## config.mk

```make
export PLATFORM = sky130hd
export DESIGN_NAME = button_debounce_hold_repeat_flat
export DESIGN_NICKNAME = d
export VERILOG_FILES = /design/src/sv/bdhr_pkg.sv /design/src/sv/bdhr_if.sv /design/src/sv/bdhr_cfg_regs.sv /design/src/sv/bdhr_update.sv /design/src/sv/button_debounce_hold_repeat.sv /design/src/flat_wrapper.sv
export VERILOG_INCLUDE_DIRS = /design/src /design/src/sv
export SDC_FILE = /design/constraint.sdc
export NUM_CORES = 1
export LEC_CHECK = 0
export ABC_AREA = 1
export BUFFER_PORTS_ARGS = -buffer_cell sky130_fd_sc_hd__buf_2
export CAP_MARGIN = 40
export CORE_UTILIZATION = 40
export DETAILED_ROUTE_END_ITERATION = 8
export GPL_ROUTABILITY_DRIVEN = 0
export PLACE_DENSITY = 0.53
export REMOVE_ABC_BUFFERS = 1
export SLEW_MARGIN = 20
export SYNTH_ARGS = -nofsm -noshare
export SYNTH_HDL_FRONTEND = slang
export SYNTH_SLANG_ARGS = --single-unit
export TNS_END_PERCENT = 30
```

## constraint.sdc

```tcl
create_clock -name clk -period 5.6 [get_ports clk]
set_clock_uncertainty 0.15 [all_clocks]
set_input_delay 1.4 -clock clk [delete_from_list [all_inputs] [get_ports clk]]
set_output_delay 1.4 -clock clk [all_outputs]
set_load 0.02 [all_outputs]
```

## src/sv/button_debounce_hold_repeat_macros.svh

```systemverilog
// assertion macros shared by the button debounce block
// expects a clk and an active-low rst_n in the using scope
`ifndef BUTTON_DEBOUNCE_HOLD_REPEAT_MACROS_SVH
`define BUTTON_DEBOUNCE_HOLD_REPEAT_MACROS_SVH

// same-cycle implication, checked outside reset
`define BDHR_ASSERT_NOW(label, ante, cons, msg) \
  label: assert property (@(posedge clk) disable iff (!rst_n) (ante) |-> (cons)) \
    else $error(msg);

// next-cycle implication, checked outside reset
`define BDHR_ASSERT_NEXT(label, ante, cons, msg) \
  label: assert property (@(posedge clk) disable iff (!rst_n) (ante) |=> (cons)) \
    else $error(msg);

`endif

```

## src/sv/bdhr_pkg.sv

```systemverilog
// types and constants for the button debounce / hold / repeat block
// no dependencies
`timescale 1ns / 1ps

package bdhr_pkg;

  localparam int TIME_W    = 32;
  localparam int CFG_W     = 16;
  localparam int CFG_IDX_W = 8;

  typedef enum logic [CFG_IDX_W-1:0] {
    REG_LOW_IS_PRESS  = 8'd0,
    REG_DEBOUNCE_TIME = 8'd1,
    REG_HOLD_TIME     = 8'd2,
    REG_STEP_INTERVAL = 8'd3
  } cfg_reg_t;

  typedef struct packed {
    logic             low_is_press;
    logic [CFG_W-1:0] debounce_time;
    logic [CFG_W-1:0] hold_time;
    logic [CFG_W-1:0] step_interval;
  } bdhr_cfg_t;

  typedef struct packed {
    logic              last_raw;
    logic              stable_level;
    logic [TIME_W-1:0] change_time;
    logic [TIME_W-1:0] press_time;
    logic [TIME_W-1:0] last_step_time;
    logic              hold_seen;
    logic              click_pending;
    logic              hold_pending;
    logic              step_pending;
  } bdhr_state_t;

  typedef struct packed {
    logic pressed;
    logic click_flag;
    logic hold_flag;
    logic step_flag;
  } bdhr_result_t;

  localparam bdhr_cfg_t CFG_RESET = '{
    low_is_press:  1'b1,
    debounce_time: 16'd20,
    hold_time:     16'd800,
    step_interval: 16'd150
  };

  localparam bdhr_state_t STATE_RESET = '0;

endpackage

```

## src/sv/bdhr_if.sv

```systemverilog
// request channels of the button debounce block: input, result and register write
// depends on bdhr_pkg
`timescale 1ns / 1ps

interface bdhr_in_if;
  import bdhr_pkg::*;
  logic              valid;
  logic              ready;
  logic              pin_level;
  logic [TIME_W-1:0] now_time;
  logic              take_click;
  logic              take_hold;
  logic              take_step;
  modport source (output valid, pin_level, now_time, take_click, take_hold, take_step,
                  input ready);
  modport sink (input valid, pin_level, now_time, take_click, take_hold, take_step,
                output ready);
endinterface

interface bdhr_out_if;
  logic valid;
  logic ready;
  logic pressed;
  logic click_flag;
  logic hold_flag;
  logic step_flag;
  modport source (output valid, pressed, click_flag, hold_flag, step_flag, input ready);
  modport sink (input valid, pressed, click_flag, hold_flag, step_flag, output ready);
endinterface

interface bdhr_cfg_if;
  import bdhr_pkg::*;
  logic                 valid;
  logic                 ready;
  logic [CFG_IDX_W-1:0] index;
  logic [CFG_W-1:0]     data;
  modport source (output valid, index, data, input ready);
  modport sink (input valid, index, data, output ready);
endinterface

```

## src/sv/bdhr_cfg_regs.sv

```systemverilog
// configuration register file: decodes register writes into the config struct
// depends on bdhr_pkg
`timescale 1ns / 1ps

module bdhr_cfg_regs (
  input  logic                            clk,
  input  logic                            rst_n,
  input  logic                            wr_en,
  input  logic [bdhr_pkg::CFG_IDX_W-1:0]  wr_index,
  input  logic [bdhr_pkg::CFG_W-1:0]      wr_data,
  output bdhr_pkg::bdhr_cfg_t             cfg
);
  import bdhr_pkg::*;

  bdhr_cfg_t cfg_r;
  bdhr_cfg_t cfg_nxt;

  always_comb begin
    cfg_nxt = cfg_r;
    if (wr_en) begin
      unique case (cfg_reg_t'(wr_index))
        REG_LOW_IS_PRESS:  cfg_nxt.low_is_press  = wr_data[0];
        REG_DEBOUNCE_TIME: cfg_nxt.debounce_time = wr_data;
        REG_HOLD_TIME:     cfg_nxt.hold_time     = wr_data;
        REG_STEP_INTERVAL: cfg_nxt.step_interval = wr_data;
        default:           cfg_nxt = cfg_r;  // unknown index is dropped
      endcase
    end
  end

  always_ff @(posedge clk) begin
    if (!rst_n) begin
      cfg_r <= CFG_RESET;
    end else begin
      cfg_r <= cfg_nxt;
    end
  end

  assign cfg = cfg_r;

endmodule

```

## src/sv/bdhr_update.sv

```systemverilog
// next-state and result logic for one sample: debounce, click, hold and repeat
// depends on bdhr_pkg
`timescale 1ns / 1ps

module bdhr_update (
  input  bdhr_pkg::bdhr_cfg_t            cfg,
  input  bdhr_pkg::bdhr_state_t          cur,
  input  logic                           pin_level,
  input  logic [bdhr_pkg::TIME_W-1:0]    now_time,
  input  logic                           take_click,
  input  logic                           take_hold,
  input  logic                           take_step,
  output bdhr_pkg::bdhr_state_t          nxt,
  output bdhr_pkg::bdhr_result_t         res
);
  import bdhr_pkg::*;

  logic              logical;
  logic              changed;
  logic [TIME_W-1:0] chg_age;
  logic [TIME_W-1:0] press_age;
  logic [TIME_W-1:0] step_age;
  logic              settle;
  logic              rise;
  logic              fall;
  logic              stable_n;
  logic              seen0;
  logic              hold_hit;
  logic              seen_n;
  logic              step_hit;
  logic              click_n;
  logic              holdp_n;
  logic              stepp_n;

  // the three ages come straight from registers; a timestamp just
  // restarted by this sample has age zero, so no compare waits on another
  always_comb begin
    logical   = pin_level ^ cfg.low_is_press;
    changed   = logical != cur.last_raw;
    chg_age   = now_time - cur.change_time;
    press_age = now_time - cur.press_time;
    step_age  = now_time - cur.last_step_time;

    settle    = (changed ? (cfg.debounce_time == '0)
                         : (chg_age >= {{(TIME_W-CFG_W){1'b0}}, cfg.debounce_time}))
                && (cur.stable_level != logical);
    rise      = settle && logical;
    fall      = settle && !logical;
    stable_n  = settle ? logical : cur.stable_level;

    seen0     = rise ? 1'b0 : cur.hold_seen;
    hold_hit  = stable_n && !seen0
                && (rise ? (cfg.hold_time == '0)
                         : (press_age >= {{(TIME_W-CFG_W){1'b0}}, cfg.hold_time}));
    seen_n    = seen0 | hold_hit;

    step_hit  = stable_n && seen_n
                && ((rise || hold_hit) ? (cfg.step_interval == '0)
                    : (step_age >= {{(TIME_W-CFG_W){1'b0}}, cfg.step_interval}));

    click_n   = cur.click_pending | (fall && !cur.hold_seen);
    holdp_n   = cur.hold_pending | hold_hit;
    stepp_n   = cur.step_pending | step_hit;

    res.pressed    = stable_n;
    res.click_flag = click_n;
    res.hold_flag  = holdp_n;
    res.step_flag  = stepp_n;

    nxt.last_raw       = logical;
    nxt.stable_level   = stable_n;
    nxt.change_time    = changed ? now_time : cur.change_time;
    nxt.press_time     = rise ? now_time : cur.press_time;
    nxt.last_step_time = (rise || hold_hit || step_hit) ? now_time : cur.last_step_time;
    nxt.hold_seen      = seen_n;
    nxt.click_pending  = click_n & ~take_click;
    nxt.hold_pending   = holdp_n & ~take_hold;
    nxt.step_pending   = stepp_n & ~take_step;
  end

endmodule

```

## src/sv/button_debounce_hold_repeat.sv

```systemverilog
// Button debouncer with click, long-press hold and auto-repeat step events.
// Channels: in_ch brings one pin sample with its millisecond timestamp and
// three take bits; out_ch returns pressed plus the click, hold and step flags
// as they stand after that sample, before the take bits clear anything.
// cfg_ch writes low_is_press, debounce_time, hold_time and step_interval by
// index 0..3; other indexes are ignored. cfg_ch is always ready.
// Path: an accepted request waits in the input register and is processed
// into the output register as soon as out_ch has room for its result.
// Throughput: one request per cycle unless out_ch stalls. The state update is
// a single pass of three parallel 32-bit subtract/compares from state registers.
// An input register and an output register separate the two sides; while
// out_ch stalls, one more request is held in the input register, then
// in_ch.ready drops until the result is taken.
// Reset: the button starts released, no flags pending, registers at
// low_is_press=1, debounce 20 ms, hold 800 ms, step 150 ms.
// Depends on bdhr_pkg, bdhr_if, bdhr_cfg_regs, bdhr_update and the macro header.
`timescale 1ns / 1ps
`include "button_debounce_hold_repeat_macros.svh"

module button_debounce_hold_repeat (
  input logic       clk,
  input logic       rst_n,
  bdhr_in_if.sink   in_ch,
  bdhr_out_if.source out_ch,
  bdhr_cfg_if.sink  cfg_ch
);
  import bdhr_pkg::*;

  bdhr_cfg_t    cfg;
  bdhr_state_t  st_r;
  bdhr_state_t  st_nxt;
  bdhr_result_t res;

  // input register
  logic              in_v_r;
  logic              pin_r;
  logic [TIME_W-1:0] now_r;
  logic              take_click_r;
  logic              take_hold_r;
  logic              take_step_r;

  // output register
  logic         out_v_r;
  bdhr_result_t out_r;

  logic advance;
  logic in_take;

  assign advance = in_v_r && (!out_v_r || out_ch.ready);
  assign in_ch.ready = !in_v_r || advance;
  assign in_take = in_ch.valid && in_ch.ready;
  assign cfg_ch.ready = 1'b1;

  bdhr_cfg_regs u_cfg (
    .clk      (clk),
    .rst_n    (rst_n),
    .wr_en    (cfg_ch.valid),
    .wr_index (cfg_ch.index),
    .wr_data  (cfg_ch.data),
    .cfg      (cfg)
  );

  bdhr_update u_update (
    .cfg        (cfg),
    .cur        (st_r),
    .pin_level  (pin_r),
    .now_time   (now_r),
    .take_click (take_click_r),
    .take_hold  (take_hold_r),
    .take_step  (take_step_r),
    .nxt        (st_nxt),
    .res        (res)
  );

  always_ff @(posedge clk) begin
    if (!rst_n) begin
      in_v_r  <= 1'b0;
      out_v_r <= 1'b0;
      st_r    <= STATE_RESET;
    end else begin
      if (in_ch.ready) begin
        in_v_r <= in_ch.valid;
      end
      if (advance) begin
        out_v_r <= 1'b1;
        st_r    <= st_nxt;
      end else if (out_ch.ready) begin
        out_v_r <= 1'b0;
      end
    end
  end

  always_ff @(posedge clk) begin
    if (in_take) begin
      pin_r        <= in_ch.pin_level;
      now_r        <= in_ch.now_time;
      take_click_r <= in_ch.take_click;
      take_hold_r  <= in_ch.take_hold;
      take_step_r  <= in_ch.take_step;
    end
    if (advance) begin
      out_r <= res;
    end
  end

  assign out_ch.valid      = out_v_r;
  assign out_ch.pressed    = out_r.pressed;
  assign out_ch.click_flag = out_r.click_flag;
  assign out_ch.hold_flag  = out_r.hold_flag;
  assign out_ch.step_flag  = out_r.step_flag;

  // a fresh press restarts both the hold and the repeat timebase together
  `BDHR_ASSERT_NOW(a_press_aligns_timers, $rose(st_r.stable_level), st_r.press_time == st_r.last_step_time, "press and step timestamps differ on press")
  // the state only moves when a request is processed
  `BDHR_ASSERT_NEXT(a_state_holds_idle, !advance, $stable(st_r), "state changed without a request")
  // a processed request always lands in the output register
  `BDHR_ASSERT_NEXT(a_result_follows, advance, out_v_r, "processed request left no result")
  // input side only backs up when the input register is occupied
  `BDHR_ASSERT_NOW(a_ready_drop_full, !in_ch.ready, in_v_r && out_v_r, "ready low with room to accept")

endmodule

```

## src/flat_wrapper.sv

```systemverilog
// flat-port wrapper written by rule: the top's interface ports become plain ports
module button_debounce_hold_repeat_flat import bdhr_pkg::*;
  (clk, rst_n, in_ch_valid, in_ch_pin_level, in_ch_now_time, in_ch_take_click, in_ch_take_hold, in_ch_take_step, in_ch_ready, out_ch_valid, out_ch_pressed, out_ch_click_flag, out_ch_hold_flag, out_ch_step_flag, out_ch_ready, cfg_ch_valid, cfg_ch_index, cfg_ch_data, cfg_ch_ready);
  bdhr_in_if in_ch_i ();
  bdhr_out_if out_ch_i ();
  bdhr_cfg_if cfg_ch_i ();
  input logic clk;
  input logic rst_n;
  input wire logic [$bits(in_ch_i.valid)-1:0] in_ch_valid;
  input wire logic [$bits(in_ch_i.pin_level)-1:0] in_ch_pin_level;
  input wire logic [$bits(in_ch_i.now_time)-1:0] in_ch_now_time;
  input wire logic [$bits(in_ch_i.take_click)-1:0] in_ch_take_click;
  input wire logic [$bits(in_ch_i.take_hold)-1:0] in_ch_take_hold;
  input wire logic [$bits(in_ch_i.take_step)-1:0] in_ch_take_step;
  output wire logic [$bits(in_ch_i.ready)-1:0] in_ch_ready;
  output wire logic [$bits(out_ch_i.valid)-1:0] out_ch_valid;
  output wire logic [$bits(out_ch_i.pressed)-1:0] out_ch_pressed;
  output wire logic [$bits(out_ch_i.click_flag)-1:0] out_ch_click_flag;
  output wire logic [$bits(out_ch_i.hold_flag)-1:0] out_ch_hold_flag;
  output wire logic [$bits(out_ch_i.step_flag)-1:0] out_ch_step_flag;
  input wire logic [$bits(out_ch_i.ready)-1:0] out_ch_ready;
  input wire logic [$bits(cfg_ch_i.valid)-1:0] cfg_ch_valid;
  input wire logic [$bits(cfg_ch_i.index)-1:0] cfg_ch_index;
  input wire logic [$bits(cfg_ch_i.data)-1:0] cfg_ch_data;
  output wire logic [$bits(cfg_ch_i.ready)-1:0] cfg_ch_ready;
  assign in_ch_i.valid = in_ch_valid;
  assign in_ch_i.pin_level = in_ch_pin_level;
  assign in_ch_i.now_time = in_ch_now_time;
  assign in_ch_i.take_click = in_ch_take_click;
  assign in_ch_i.take_hold = in_ch_take_hold;
  assign in_ch_i.take_step = in_ch_take_step;
  assign in_ch_ready = in_ch_i.ready;
  assign out_ch_valid = out_ch_i.valid;
  assign out_ch_pressed = out_ch_i.pressed;
  assign out_ch_click_flag = out_ch_i.click_flag;
  assign out_ch_hold_flag = out_ch_i.hold_flag;
  assign out_ch_step_flag = out_ch_i.step_flag;
  assign out_ch_i.ready = out_ch_ready;
  assign cfg_ch_i.valid = cfg_ch_valid;
  assign cfg_ch_i.index = cfg_ch_index;
  assign cfg_ch_i.data = cfg_ch_data;
  assign cfg_ch_ready = cfg_ch_i.ready;
  button_debounce_hold_repeat u_core (.clk(clk), .rst_n(rst_n), .in_ch(in_ch_i), .out_ch(out_ch_i), .cfg_ch(cfg_ch_i));
endmodule
```

==> key figures <==
Outcome
  – Outcome: completed

Route
  – Drt first pass iters: 5
  – Average wire per standard cell: 15.13 um
  – Vias: 14890
  – Metal2 WL: 20770 um
  – Top layer in use: met4
  – Drt total wl: 45990 um
  – DRC viols: 0
  – Remaining antenna violation count: 0
  – Met1 WL: 21950 um
  – Met3 WL post-DR: 1866 um
  – First DRT Iteration DRCs: 792
  – Vias per cell: 4.899

STA
  – RSZ-0062 raised after global routing: no
  – Final Hold Viols: 0
  – Setup tns final: 0 ps
  – Endpoints failing setup: 0
  – Fin crit period: 4869 ps
  – Tcrit/Tclk final: 86.95%
  – FMAX: 205.4 MHz
  – Relative slew slack: 48.46%
  – Slew at the pin closest to its max-slew limit: 773.1 ps
  – Final Max Tran Viols: 0
  – Hold_ws: 306.9 ps

Die
  – Die area: 39480 um2
  – Die Y: 198.7 um
  – # IOs: 72
  – Row Count: 71
  – Die X: 198.7 um
  – Starting utilization of the core area: 40.89%
  – Core region area: 37840 um2

Synth
  – Post-synthesis register bit count: 193
  – Avg Cell Area, Syn: 6.260 um2
  – Synth Instances: 2472
  – Total number of yosys warnings: 0
  – Netlist cell types: 49
  – Post-synthesis sequential area ratio: 27.55%
  – Post-Syn Area: 15470 um2

Worst setup path
  – Critical Path RT: 5800 ps
  – Reg2Reg Launch Point: u_core.now_r[1]$_DFFE_PP_
  – Slowest CP cell: edfxtp_1
  – Max FO, Critical Path: 64
  – Crit path largest cell delay: 650 ps
  – Largest delay contributor family on the critical path: simple AND/OR/NAND/NOR gates
  – Crit end category: register
  – Reg2reg end: u_core.st_r[24]$_SDFFE_PN0P_
  – Reg-to-reg slack, setup: 730 ps
  – WP data arrival: 5070 ps
  – R2R depth: 30
  – CP most frequent cell: nand2_1
  – Critical path buffers and inverters: 2
  – Critical Path Source Type: register
  – CP Class: reg -> reg

Cells and area
  – Antenna diodes: 0
  – Area delta synth->final: 9.379%
  – Share of post-route cells with drive strength above 1: 5.536%
  – Cell area after layout: 16930 um2
  – Final net count: 2725

Placement
  – PortBufs: 70
  – Final HPWL from detailed placement: 37430 um
  – Dpl cell area: 16290 um2

Clocking
  – Worst-skew pair later-pin latency: 460 ps
  – Cts hold-fix bufs: 0
  – CTS tree: yes
  – TritonCTS Buffers: 17
  – CTS max path bufs: 2
  – Setup Fix Bufs, Post-CTS: 0
  – CTS resizes: 0
  – Root Driver: clkbuf_16
  – H-tree depth reported by CTS: 4
  – Clock transition at the registers of the reported paths: 80 ps
  – Clock sink count: 193

Global route
  – First-pass GRT wire length: 72310 um
  – Vias in the first global route: 14010
  – Overflow after GRT: 0
  – Tot GR Track Use: 23.89%
  – Initial antenna violation count: 1
  – Largest net degree at the start of global routing: 65

Run
  – Maxcap violations: 0

Min path
  – Worst hold stages: 2
  – Hold Path End: u_core.st_r[50]$_SDFFE_PN0P_
  – Worst Hold Class: reg -> reg
  – HP Start: u_core.st_r[50]$_SDFFE_PN0P_

Pwr
  – Leakage power total: 0.008696 uW
  – Power density cells: 248.5 nW/um2
  – Total Power: 4206 uW
  – Maximum vdd drop: 0.2147 mV
[synth_stat cells (all sizes together)]
master / n / share of area (%)
or2: 2 / 0.081
a21boi: 2 / 0.097
nand3: 124 / 4.2
clkbuf: 41 / 0.99
nor3: 14 / 0.45
a21o: 3 / 0.15
dfxtp: 153 / 20
inv: 518 / 13
xnor2: 5 / 0.33
nand2: 712 / 18
nor4: 9 / 0.40
o2111a: 1 / 0.073
clkinv: 5 / 0.12
xor2: 48 / 2.7
and3: 2 / 0.081
o21ai: 112 / 3.6
fa: 3 / 0.39
a21oi: 203 / 6.6
edfxtp: 40 / 7.8
a31oi: 1 / 0.040
nand3b: 7 / 0.34
o41ai: 1 / 0.057
a211oi: 22 / 1.1
nand2b: 1 / 0.040
nor2: 228 / 5.6
a221oi: 2 / 0.11
and2: 3 / 0.12
o21a: 2 / 0.097
o211ai: 11 / 0.53
nor3b: 2 / 0.097
conb: 1 / 0.024
o21bai: 9 / 0.44
buf: 13 / 0.66
nand4: 30 / 1.2
or4: 1 / 0.049
ha: 141 / 11
[cells by family after synthesis]
logic type | after synthesis | synth area share, %
AOI/OAI and AO/OA | 369 | 12.90
xor gates and xnor gates | 53 | 3.048
adders and majority gates | 144 | 11.79
buffers and inverters | 577 | 14.34
DFF | 193 | 27.55
other | 1 | 0.02423
and+or+nand+nor | 1135 | 30.34
[layout make-up]
cell class | instances | area [um2]
fillers | 4182 | 20920
multi-input cells | 1702 | 8991
flip-flops and latches | 193 | 4264
inverters | 523 | 1963
well taps | 511 | 639.4
clock buffers | 21 | 503.0
repair buffers | 79 | 444.2
clock inverters | 11 | 121.4
[report_power, final]
group / total, uW / switching [uW] / internal, uW
sequential: 1540 / 58.3 / 1490
combinational: 1370 / 894 / 475
clock: 1290 / 619 / 673
[layer usage]
layer  vias up  GRT usage (%)
li1       7833              -
met1      6687          31.94
met2       297          39.32
met3        76          2.458
met4         0          9.487
met5         -              0
[state kept, by name, summed over array words and instances, names as in the netlist]
register                  cells
u_core.in_v_r                 1
u_core.now_r                 32
u_core.out_ch.click_flag      1
u_core.out_ch.hold_flag       1
u_core.out_ch.pressed         1
u_core.out_ch.step_flag       1
u_core.out_ch.valid           1
u_core.pin_r                  1
u_core.st_r                 102
u_core.take_click_r           1
u_core.take_hold_r            1
u_core.take_step_r            1
u_core.u_cfg.cfg             49
[per-stage QoR]
stage / utilization [%] / std cells / setup WS, ps
floorplan: - / 2418 / 645.0
global placement: 42.95 / 3005 / 774.1
detailed placement: 43.04 / 3007 / 747.9
CTS: 44.69 / 3039 / 721.9
global route: 44.73 / 3040 / 281.0
finish: 44.73 / 3040 / 730.6
[worst reg2reg max path: cells and delay by family, from the launching register on]
| family | cells | cell delay [ps] |
|---|---|---|
| AND/OR/NAND/NOR | 24 | 2540 |
| XOR/XNOR | 1 | 250 |
| adder cells (fa/ha/maj) | 2 | 780 |
| flip-flops | 1 | 650 |
| buffers and inverters | 2 | 300 |
| AO/OA/AOI/OAI | 1 | 130 |
[layout by cell type, fill, tap and decap left out, types with 3 or more instances in the layout]
cell type and instances:
nor4_1 8, a21o_1 3, nor3_1 14, inv_2 5, clkbuf_16 19, nand2_2 8, and2_1 3, nand3_1 120
nand2_1 700, a211oi_1 22, nand2_4 3, xnor2_1 4, o21ai_0 112, fa_1 3, clkinv_1 4, ha_1 141
nor2_1 225, xor2_1 48, nand3b_1 7, nand4_1 30, a21oi_1 201, inv_1 514, o21bai_1 9, nor2_2 3
edfxtp_1 40, inv_8 5, buf_2 69, dfxtp_1 153, buf_4 7, o211ai_1 11
[worst max-delay path by stage]
stage | end | cells after the start | from | slack (ps)
2_1_floorplan | u_core.st_r[36]$_SDFFE_PN0P_ | 8 | out_ch_ready | 640
6_report | u_core.st_r[24]$_SDFFE_PN0P_ | 30 | u_core.now_r[1]$_DFFE_PP_ | 730
5_1_grt | u_core.st_r[8]$_SDFFE_PN0P_ | 30 | u_core.now_r[1]$_DFFE_PP_ | 280
3_3_place_gp | u_core.st_r[27]$_SDFFE_PN0P_ | 30 | u_core.now_r[1]$_DFFE_PP_ | 770
3_5_place_dp | u_core.st_r[13]$_SDFFE_PN0P_ | 30 | u_core.now_r[1]$_DFFE_PP_ | 750
4_1_cts | u_core.st_r[13]$_SDFFE_PN0P_ | 30 | u_core.now_r[1]$_DFFE_PP_ | 720
Power figures use the tool's default switching activity.
